File: src/rtl/core/sfs_pkg.sv
// shared types, constants and the crc byte update of the sample frame serializer
package sfs_pkg;

  // input request layout on the slave stream data bus
  localparam int SampleW      = 256;
  localparam int SeqLsb       = 0;
  localparam int TstampLsb    = 32;
  localparam int AnalogLsb    = 64;
  localparam int DigitalLsb   = 192;
  localparam int SpeedLsb     = 208;
  localparam int FlagsLsb     = 240;

  // analog channel count limits
  localparam int AnalogChannelsDef = 4;
  localparam int MaxChannels       = 4;

  // configuration port widths
  localparam int CfgIdxW  = 8;
  localparam int CfgDataW = 16;

  // register indexes
  localparam logic [CfgIdxW-1:0] REG_MAGIC    = CfgIdxW'(0);
  localparam logic [CfgIdxW-1:0] REG_VERSION  = CfgIdxW'(1);
  localparam logic [CfgIdxW-1:0] REG_TYPE     = CfgIdxW'(2);
  localparam logic [CfgIdxW-1:0] REG_PAYLD_LEN = CfgIdxW'(3);

  localparam logic [15:0] PayloadLenReset = 16'd34;

  // crc-16/modbus, reflected
  localparam logic [15:0] CrcPoly = 16'hA001;
  localparam logic [15:0] CrcInit = 16'hFFFF;

  // configuration register contents
  typedef struct packed {
    logic [7:0]  magic;
    logic [7:0]  version;
    logic [7:0]  stype;
    logic [15:0] plen;
  } cfg_t;

  // controller states
  typedef enum logic [1:0] {
    ST_IDLE = 2'b01,
    ST_SEND = 2'b10
  } state_e;

  // byte source for the output register
  typedef enum logic [1:0] {
    SEL_BODY   = 2'd0,
    SEL_CRC_LO = 2'd1,
    SEL_CRC_HI = 2'd2
  } sel_e;

  // controller to datapath commands
  typedef struct packed {
    logic load;
    logic emit;
    sel_e sel;
  } ctrl_cmd_t;

  // datapath to controller status
  typedef struct packed {
    logic out_free;
  } dp_status_t;

  // one byte through the reflected crc, bit by bit
  function automatic logic [15:0] crc_update(input logic [15:0] crc_in,
                                             input logic [7:0]  data);
    logic [15:0] crc;
    crc = crc_in ^ {8'h00, data};
    for (int b = 0; b < 8; b++) begin
      if (crc[0]) begin
        crc = (crc >> 1) ^ CrcPoly;
      end else begin
        crc = crc >> 1;
      end
    end
    return crc;
  endfunction

endpackage

File: src/rtl/core/sample_frame_serializer_crc16_unit.sv
// top level of the sample frame serializer with crc-16/modbus
//
//  channel    direction  payload
//  s_axis     in         one measurement sample (tdata 256 bits)
//  m_axis     out        one frame byte (tdata 8 bits), tlast on the final byte
//  cfg        in         header register write (index 8 bits, data 16 bits)
//
//  a frame is 23 + 4*AnalogChannels bytes (39 at four, the cap), one byte per cycle
//  while m_axis is ready; the byte counter of the sequencer sets the pace; the next
//  sample is taken in the cycle the last byte enters the output register
//  reset clears the sequencer and output valid and seeds the crc; header registers take defaults
//  a stalled m_axis holds the output register and freezes the sequencer
module sample_frame_serializer_crc16_unit
  import sfs_pkg::*;
#(
  parameter int AnalogChannels = AnalogChannelsDef
) (
  input  logic                clk_i,
  input  logic                rst_ni,
  // fields from bit 0: sequence_number, capture_ms, analog_ch0, analog_ch1,
  // analog_ch2, analog_ch3, digital_inputs, shaft_speed, status_flags
  input  logic                s_axis_tvalid,
  output logic                s_axis_tready,
  input  logic [SampleW-1:0]  s_axis_tdata,
  // fields from bit 0: frame_byte
  output logic                m_axis_tvalid,
  input  logic                m_axis_tready,
  output logic [7:0]          m_axis_tdata,
  output logic                m_axis_tlast,
  input  logic                cfg_valid_i,
  output logic                cfg_ready_o,
  input  logic [CfgIdxW-1:0]  cfg_index_i,
  input  logic [CfgDataW-1:0] cfg_data_i
);

  cfg_t       cfg;
  ctrl_cmd_t  cmd;
  dp_status_t status;

  // header registers
  sfs_regs u_regs (
    .clk_i       (clk_i),
    .rst_ni      (rst_ni),
    .cfg_valid_i (cfg_valid_i),
    .cfg_ready_o (cfg_ready_o),
    .cfg_index_i (cfg_index_i),
    .cfg_data_i  (cfg_data_i),
    .cfg_o       (cfg)
  );

  // sequencer
  sfs_ctrl #(
    .AnalogChannels (AnalogChannels)
  ) u_ctrl (
    .clk_i      (clk_i),
    .rst_ni     (rst_ni),
    .in_valid_i (s_axis_tvalid),
    .in_ready_o (s_axis_tready),
    .status_i   (status),
    .cmd_o      (cmd)
  );

  // frame datapath
  sfs_dp #(
    .AnalogChannels (AnalogChannels)
  ) u_dp (
    .clk_i     (clk_i),
    .rst_ni    (rst_ni),
    .cmd_i     (cmd),
    .status_o  (status),
    .cfg_i     (cfg),
    .sample_i  (s_axis_tdata),
    .m_valid_o (m_axis_tvalid),
    .m_ready_i (m_axis_tready),
    .m_data_o  (m_axis_tdata),
    .m_last_o  (m_axis_tlast)
  );

endmodule

File: src/rtl/core/sfs_regs.sv
// configuration registers for the frame header
module sfs_regs
  import sfs_pkg::*;
(
  input  logic                clk_i,
  input  logic                rst_ni,
  input  logic                cfg_valid_i,
  output logic                cfg_ready_o,
  input  logic [CfgIdxW-1:0]  cfg_index_i,
  input  logic [CfgDataW-1:0] cfg_data_i,
  output cfg_t                cfg_o
);

  cfg_t cfg_q, cfg_d;

  assign cfg_ready_o = 1'b1;
  assign cfg_o       = cfg_q;

  // register write decode, unknown indexes dropped
  always_comb begin
    cfg_d = cfg_q;
    if (cfg_valid_i) begin
      unique case (cfg_index_i)
        REG_MAGIC:     cfg_d.magic   = cfg_data_i[7:0];
        REG_VERSION:   cfg_d.version = cfg_data_i[7:0];
        REG_TYPE:      cfg_d.stype   = cfg_data_i[7:0];
        REG_PAYLD_LEN: cfg_d.plen    = cfg_data_i[15:0];
        default:       cfg_d         = cfg_q;
      endcase
    end
  end

  always_ff @(posedge clk_i or negedge rst_ni) begin
    if (!rst_ni) begin
      cfg_q <= '{magic: 8'h00, version: 8'h00, stype: 8'h00, plen: PayloadLenReset};
    end else begin
      cfg_q <= cfg_d;
    end
  end

endmodule

File: src/rtl/core/sfs_ctrl.sv
// frame sequencer: byte counter and send state machine
module sfs_ctrl
  import sfs_pkg::*;
#(
  parameter int AnalogChannels = AnalogChannelsDef
) (
  input  logic       clk_i,
  input  logic       rst_ni,
  input  logic       in_valid_i,
  output logic       in_ready_o,
  input  dp_status_t status_i,
  output ctrl_cmd_t  cmd_o
);

  localparam int NumCh      = (AnalogChannels > MaxChannels) ? MaxChannels : AnalogChannels;
  localparam int BodyBytes  = 21 + 4 * NumCh;
  localparam int FrameBytes = BodyBytes + 2;
  localparam int PosW       = $clog2(FrameBytes);

  state_e          state_q, state_d;
  logic [PosW-1:0] pos_q, pos_d;
  logic            emit_ok;
  logic            last_emit;

  // command decode from state and byte position
  always_comb begin
    emit_ok   = (state_q == ST_SEND) && status_i.out_free;
    last_emit = emit_ok && (pos_q == PosW'(FrameBytes - 1));
    in_ready_o = (state_q == ST_IDLE) || last_emit;

    cmd_o.load = in_valid_i && in_ready_o;
    cmd_o.emit = emit_ok;
    if (pos_q < PosW'(BodyBytes)) begin
      cmd_o.sel = SEL_BODY;
    end else if (pos_q == PosW'(BodyBytes)) begin
      cmd_o.sel = SEL_CRC_LO;
    end else begin
      cmd_o.sel = SEL_CRC_HI;
    end
  end

  // next state
  always_comb begin
    state_d = state_q;
    pos_d   = pos_q;
    unique case (state_q)
      ST_IDLE: begin
        if (cmd_o.load) begin
          state_d = ST_SEND;
          pos_d   = '0;
        end
      end
      ST_SEND: begin
        if (last_emit) begin
          pos_d   = '0;
          state_d = cmd_o.load ? ST_SEND : ST_IDLE;
        end else if (emit_ok) begin
          pos_d = pos_q + PosW'(1);
        end
      end
      default: begin
        state_d = ST_IDLE;
        pos_d   = '0;
      end
    endcase
  end

  always_ff @(posedge clk_i or negedge rst_ni) begin
    if (!rst_ni) begin
      state_q <= ST_IDLE;
      pos_q   <= '0;
    end else begin
      state_q <= state_d;
      pos_q   <= pos_d;
    end
  end

  // bytes only leave while a frame is in flight
  a_emit_in_send: assert property (@(posedge clk_i) disable iff (!rst_ni)
    cmd_o.emit |-> state_q == ST_SEND)
    else $error("byte emitted outside a frame");

  // counter stays inside the frame
  a_pos_range: assert property (@(posedge clk_i) disable iff (!rst_ni)
    pos_q <= PosW'(FrameBytes - 1))
    else $error("byte position past frame end");

  // a new request always restarts at the first header byte
  a_load_restart: assert property (@(posedge clk_i) disable iff (!rst_ni)
    cmd_o.load |=> state_q == ST_SEND && pos_q == '0)
    else $error("frame did not restart after request");

  // frame end without a waiting request returns to idle
  a_end_idle: assert property (@(posedge clk_i) disable iff (!rst_ni)
    last_emit && !cmd_o.load |=> state_q == ST_IDLE)
    else $error("controller did not return to idle");

endmodule

File: src/rtl/core/sfs_dp.sv
// datapath: frame body shift register, crc and output register
module sfs_dp
  import sfs_pkg::*;
#(
  parameter int AnalogChannels = AnalogChannelsDef
) (
  input  logic               clk_i,
  input  logic               rst_ni,
  input  ctrl_cmd_t          cmd_i,
  output dp_status_t         status_o,
  input  cfg_t               cfg_i,
  input  logic [SampleW-1:0] sample_i,
  output logic               m_valid_o,
  input  logic               m_ready_i,
  output logic [7:0]         m_data_o,
  output logic               m_last_o
);

  localparam int NumCh     = (AnalogChannels > MaxChannels) ? MaxChannels : AnalogChannels;
  localparam int BodyBytes = 21 + 4 * NumCh;
  localparam int BodyBits  = 8 * BodyBytes;
  localparam int TailLsb   = 104 + 32 * NumCh;

  logic [BodyBits-1:0] body_q, body_d;
  logic [15:0]         crc_q;
  logic                out_valid_q;
  logic [7:0]          out_data_q;
  logic                out_last_q;
  logic [7:0]          emit_byte;

  // frame body, first byte in the lowest bits
  always_comb begin
    body_d             = '0;
    body_d[7:0]        = cfg_i.magic;
    body_d[15:8]       = cfg_i.version;
    body_d[23:16]      = cfg_i.stype;
    body_d[39:24]      = cfg_i.plen;
    body_d[71:40]      = sample_i[SeqLsb +: 32];
    body_d[103:72]     = sample_i[TstampLsb +: 32];
    for (int ch = 0; ch < NumCh; ch++) begin
      body_d[104 + 32 * ch +: 32] = sample_i[AnalogLsb + 32 * ch +: 32];
    end
    body_d[TailLsb +: 16]      = sample_i[DigitalLsb +: 16];
    body_d[TailLsb + 16 +: 32] = sample_i[SpeedLsb +: 32];
    body_d[TailLsb + 48 +: 16] = sample_i[FlagsLsb +: 16];
  end

  // byte source select
  always_comb begin
    case (cmd_i.sel)
      SEL_BODY:   emit_byte = body_q[7:0];
      SEL_CRC_LO: emit_byte = crc_q[7:0];
      SEL_CRC_HI: emit_byte = crc_q[15:8];
      default:    emit_byte = body_q[7:0];
    endcase
  end

  assign status_o.out_free = !out_valid_q || m_ready_i;

  // body shift register, no reset needed
  always_ff @(posedge clk_i) begin
    if (cmd_i.load) begin
      body_q <= body_d;
    end else if (cmd_i.emit && cmd_i.sel == SEL_BODY) begin
      body_q <= body_q >> 8;
    end
  end

  // running crc over the body bytes
  always_ff @(posedge clk_i or negedge rst_ni) begin
    if (!rst_ni) begin
      crc_q <= CrcInit;
    end else if (cmd_i.load) begin
      crc_q <= CrcInit;
    end else if (cmd_i.emit && cmd_i.sel == SEL_BODY) begin
      crc_q <= crc_update(crc_q, body_q[7:0]);
    end
  end

  // output register valid
  always_ff @(posedge clk_i or negedge rst_ni) begin
    if (!rst_ni) begin
      out_valid_q <= 1'b0;
    end else if (cmd_i.emit) begin
      out_valid_q <= 1'b1;
    end else if (m_ready_i) begin
      out_valid_q <= 1'b0;
    end
  end

  // output register payload
  always_ff @(posedge clk_i) begin
    if (cmd_i.emit) begin
      out_data_q <= emit_byte;
      out_last_q <= (cmd_i.sel == SEL_CRC_HI);
    end
  end

  assign m_valid_o = out_valid_q;
  assign m_data_o  = out_data_q;
  assign m_last_o  = out_last_q;

  // never overwrite a byte still waiting downstream
  a_no_overwrite: assert property (@(posedge clk_i) disable iff (!rst_ni)
    cmd_i.emit |-> !out_valid_q || m_ready_i)
    else $error("output byte overwritten");

  // crc restarts from its seed for each request
  a_crc_seed: assert property (@(posedge clk_i) disable iff (!rst_ni)
    cmd_i.load |=> crc_q == CrcInit)
    else $error("crc not reseeded");

  // last flag only on the crc high byte
  a_last_src: assert property (@(posedge clk_i) disable iff (!rst_ni)
    cmd_i.emit |=> out_last_q == $past(cmd_i.sel == SEL_CRC_HI))
    else $error("last flag on wrong byte");

endmodule
File: config.mk
export PLATFORM = sky130hd
export DESIGN_NAME = sample_frame_serializer_crc16_unit
export DESIGN_NICKNAME = d
export VERILOG_FILES = /design/src/rtl/core/sfs_pkg.sv /design/src/rtl/core/sample_frame_serializer_crc16_unit.sv /design/src/rtl/core/sfs_regs.sv /design/src/rtl/core/sfs_ctrl.sv /design/src/rtl/core/sfs_dp.sv
export SDC_FILE = /design/constraint.sdc
export NUM_CORES = 1
export LEC_CHECK = 0
export BUFFER_PORTS_ARGS = -buffer_cell sky130_fd_sc_hd__clkbuf_2
export CAP_MARGIN = 20
export CORE_UTILIZATION = 23
export DETAILED_ROUTE_END_ITERATION = 8
export PLACE_DENSITY = 0.52
export SYNTH_ARGS = -nofsm -noshare
export SYNTH_HDL_FRONTEND = slang
export SYNTH_HIERARCHICAL = 1
export SYNTH_SLANG_ARGS = --single-unit
File: constraint.sdc
create_clock -name clk_i -period 9.7 [get_ports clk_i]
set_input_delay 0.485 -clock clk_i [delete_from_list [all_inputs] [get_ports clk_i]]
set_output_delay 0.485 -clock clk_i [all_outputs]
set_load 0.01 [all_outputs]
* After elaboration in Yosys (flattened, before gate mapping)
Cells that the tools add are included.
Storage, ports and cells: register bits after elaboration 370, bits of input ports 285, output and inout bits 12
Cells by class: $add $sub $neg 1, $lt $le $gt $ge 1, equality and inequality tests 12, mux-type cells 39, bitwise gates (word level) 9, reduce and logical (&&, ||, !) cells 17
Operators with widths (number):
- $mux 296 | 2
- $mux 16 | 24
- $not 2->3 | 8
- $mux 6 | 3
- $eq 8x2->1 const B | 2
- $pmux 8 s2 | 1
- $xor 16x8->16 | 1
- $eq 6x6->1 const B | 2
- $pmux 6 s2 | 1
- $reduce_and 2->1 | 6
- $mux 2 | 5
- $eq 8x1->1 const B | 1
- $logic_not 8->1 | 1
- $add 6x1->6 const B | 1
- $lt 6x6->1 const B | 1
- $eq 2x1->1 const B | 2
- $eq 2x2->1 const B | 2
- $logic_and 1x1->1 | 4
- $ne 2x1->1 const B | 2
- $pmux 2 s2 | 1
- $reduce_bool 2->1 | 2
- $ne 3x1->1 const B | 1
- $logic_not 2->1 | 1
- $logic_or 1x1->1 | 2
- other kinds (2) | 3

* Depth between registers and ports, before layout
depth in word-level cells 35, gate-level depth with buffers 10, mapped depth without buffers 8

* Modules after synthesis
Netlist, hierarchy kept.
Modules (own cells, without submodules):
- sfs_dp | instances 1, cells each 730, area each 13661.9 sq um, seq. area each 9604.2 sq um
- sfs_regs | instances 1, cells each 91, area each 1609.0 sq um, seq. area each 1003.5 sq um
- sfs_ctrl | instances 1, cells each 59, area each 580.6 sq um, seq. area each 201.4 sq um

* Least setup slack after synthesis
Ideal clock, no wire load.
path kind register to register, start point register u_ctrl.pos_q[3], end point register u_dp.body_q[0] (enable), arrival 9.922 ns, required time 8.924 ns, path slack -0.998 ns, cell stages (with the launch flop) 9, period minus slack after synthesis 10.698 ns, path through dfrtp_1 > nor3b_2 > and4_1 > a21o_1 > and2_1 > clkbuf_1 > a21o_1 > clkbuf_1 > clkbuf_1
RTL lines:
- from (decl) | RTL line sfs_ctrl.sv:21 | logic [PosW-1:0] pos_q, pos_d;
- from (signal assigned) | RTL line sfs_ctrl.sv:74 | pos_q <= pos_d;
- to (signal assigned) | RTL line sfs_dp.sv:63 | body_q <= body_d;
- to (signal assigned) | RTL line sfs_dp.sv:65 | body_q <= body_q >> 8;
- to (decl) | RTL line sfs_dp.sv:24 | logic [BodyBits-1:0] body_q, body_d;

==> impl_results.md <==
- Status: finished clean
- Gate Count Post-Synth: 880
- First-pass GRT wire length: 54.59 mm
- Ranking of synthesized cells by area: edfxtp_1 (58%), mux2_2 (23%), dfrtp_1 (7.3%)
- CTS-repair resized insts: 0
- Die height: 264.5 um
- Post-Syn Nets: 1174
- Number of port buffers: 295
- Pleak: 7.432 nW
- Final hold viol count: 0
- CP Data Required Time: 10.00 ns
- Clock buffer count from CTS: 45
- Number of H-tree levels: 2
- Number of synthesized flops with an enable pin: 305
- # setup viols final: 0
- Core area: 0.06763 mm2
- Synth area leader: edfxtp_1
- Post-DR vias/cell: 4.068
- Top_reg_cell synth: edfxtp_1
- CTS sink cnt: 370
- Postcts setup bufs: 0
- Worst-Margin Slew: 1.013 ns
- Crit Path Class: reg -> reg
- Num rows: 95
- CP Capture Type: flop
- Post-synth top area share: 57.78%
- R2r worst-path depth: 8
- DRT antenna net count: 0
- Hold-fix buffers, CTS: 0
- Slew headroom: 32.46%
- # DRC: 0
- Worst r2r src: u_ctrl/pos_q[3]$_DFFE_PN0P_
- CTS tree: done
- Final design utilization: 29.12%
- Clock latency on the worst-skew pair: 0.56 ns
- Startpoint Class: flop
- GP Congestion: 0.7543
- Vias in the first global route: 9076
- Post-synthesis average cell area: 18.01 um2
- Number of top-level pins: 297
- Chip width: 264.5 um
- Crit Path Max Fanout: 80
- FF-to-FF End: u_dp/body_q[109]$_DFFE_PP_
- Setup_tns: 0 ns
- Post-layout min period: 4.294 ns
- F_max: 232.9 MHz
- Layout cells sized above 1: 59.15%
- Power per standard cell area: 292.8 mW/mm2
- Sequential cell area fraction in the yosys report: 68.19%
- Number of max-cap violations: 0
- Final wirelength: 36.17 mm
- Post-DP Area: 0.01828 mm2
- Die area: 0.06997 mm2
- Gr usage total: 10.20%
- Clk slew on worst S/H paths: 0.05 ns
- Hold Slack: 0.1060 ns
- P&R area growth vs syn: 24.24%
- Nets@finish: 1480
- Initial Util: 23.44%
- Synthesis-stage register bit count: 370
- Clock buffer depth: 3
- RSZ-0062 raised after global routing: false
- Pin count of the biggest net entering global routing: 161
- Post-route total power: 5.766 mW
- Antenna violations before repair: 9
- Fin crit share: 44.26%
- Ys Warns: 6
- Starting DRT DRC Count: 472
- Clock Tree Root: clkbuf_16
- Global route overflow: 0
- Skew final: 0.01694 ns
- Maximum vdd drop: 188.3 uV
- Dpl hpwl: 24.02 mm
- Final instance area: 0.01969 mm2
- Pre-antenna DRT Iters: 4
- Flop2flop setup slack: 5.41 ns
- Synthesized area: 0.01585 mm2
- CP arrival: 4.59 ns
- Via Count: 8514
- Hold WC Path Type: in -> async
- Slew Limit Fails: 0
- DR WL/cell: 17.28 um
- Post-synth ARST share: 17.57%
- Unique masters post-synth: 50
## worst max-delay path, cell delays in order, from the launching register on
cell     delay (ns)
dfrtp_1        0.44
nor3b_2        0.26
and4_1         0.28
a21o_1         0.15
and2_4         0.31
buf_16         0.31
buf_4          0.81
buf_4          0.91
mux2_2         0.42
## synthesized netlist by cell type, types with 2 or more instances
master    number
a21o_1         2
a21oi_1        9
a22oi_1        8
and2_1        10
buf_2         25
buf_4          2
clkbuf_1      15
dfrtp_1       46
dfstp_2       19
edfxtp_1     305
ha_1           9
inv_1          9
mux2_2       318
mux2_4        10
nand2_1        2
nand2b_1       2
nand3_1        4
nor2_1        13
nor3_1         3
nor3b_1        2
o21ai_0        2
o22a_1        14
o22a_2         2
xnor2_1       16
xor2_1         8
## sequential cells by signal (all words and copies together), names as in the netlist
signal and cells:
u_regs/cfg_o 40, u_dp/crc_q 16, u_dp/m_data_o 8, u_dp/m_valid_o 1, u_dp/body_q 296, u_dp/m_last_o 1, u_ctrl/pos_q 6, u_ctrl/state_q 2
## final cells by class
class                           count  area, um2
Timing Repair Buffer              303       1589
Clock buffer                       64       1197
Antenna cell                        1      2.502
Fill cell                        6786      47940
Clock inverter                     16      162.7
Multi-Input combinational cell    457       4807
Tap cell                          873       1092
Inverter                            9      33.78
Sequential cell                   370      10810
## report_power, final
group	switching, mW	total (mW)	internal [mW]	leakage (nW)
clock network	0.648	1.58	0.937	0.656
registers	0.174	2.73	2.56	3.73
logic	0.706	1.45	0.744	3.04
total	1.53	5.77	4.24	7.43
## placed cells by master (no fill, tap or decap), types with 2 or more instances in the layout
master,n
o22a_2,2
inv_1,9
clkinv_2,4
nand3_1,4
clkinv_1,5
clkbuf_1,19
ha_1,9
bufinv_16,3
mux2_2,318
and2_1,9
nor3_1,3
nand2_1,2
nand2b_1,2
dfstp_2,19
dfrtp_1,46
buf_16,2
nor3b_1,2
inv_6,2
xnor2_1,16
nor2_1,13
buf_4,5
mux2_4,10
a21oi_1,9
xor2_1,8
edfxtp_1,305
o21ai_0,2
o22a_1,14
a22oi_1,8
clkbuf_2,295
clkbuf_16,45
## through the flow
stage	setup slack [ns]	instances
2_1_floorplan	3.589	880
3_3_place_gp	5.000	2010
3_5_place_dp	4.978	2010
4_1_cts	4.970	2090
5_1_grt	5.081	2092
6_report	5.406	2093
## kinds of logic after synthesis
family	count (synthesis)	synth area share [%]
DFF	370	68.19
other	1	0.02366
AOI/OAI and AO/OA	41	1.989
and+or+nand+nor	50	2.210
adders and majority gates	9	0.7104
muxes	329	23.60
buffers and inverters	53	1.547
xor gates and xnor gates	27	1.729
## layer usage
layer	global-route usage, %	part of all wire (%)
met5	0	0.28
met2	16.29	47
met3	4.301	8.6
met1	12.46	42
met4	3.064	2.3
## worst max-delay path by stage
stage	from	end	cells past startpoint
after floorplan	u_ctrl/pos_q[3]$_DFFE_PN0P_	u_dp/body_q[0]$_DFFE_PP_	8
after CTS	u_ctrl/pos_q[3]$_DFFE_PN0P_	u_dp/body_q[109]$_DFFE_PP_	7
after detailed placement	m_axis_tready	u_dp/body_q[109]$_DFFE_PP_	8
after global routing	u_ctrl/pos_q[3]$_DFFE_PN0P_	u_dp/body_q[109]$_DFFE_PP_	8
after global placement	m_axis_tready	u_dp/body_q[86]$_DFFE_PP_	8
final	u_ctrl/pos_q[3]$_DFFE_PN0P_	u_dp/body_q[109]$_DFFE_PP_	8
No activity file was read; power rests on OpenSTA's default activity.
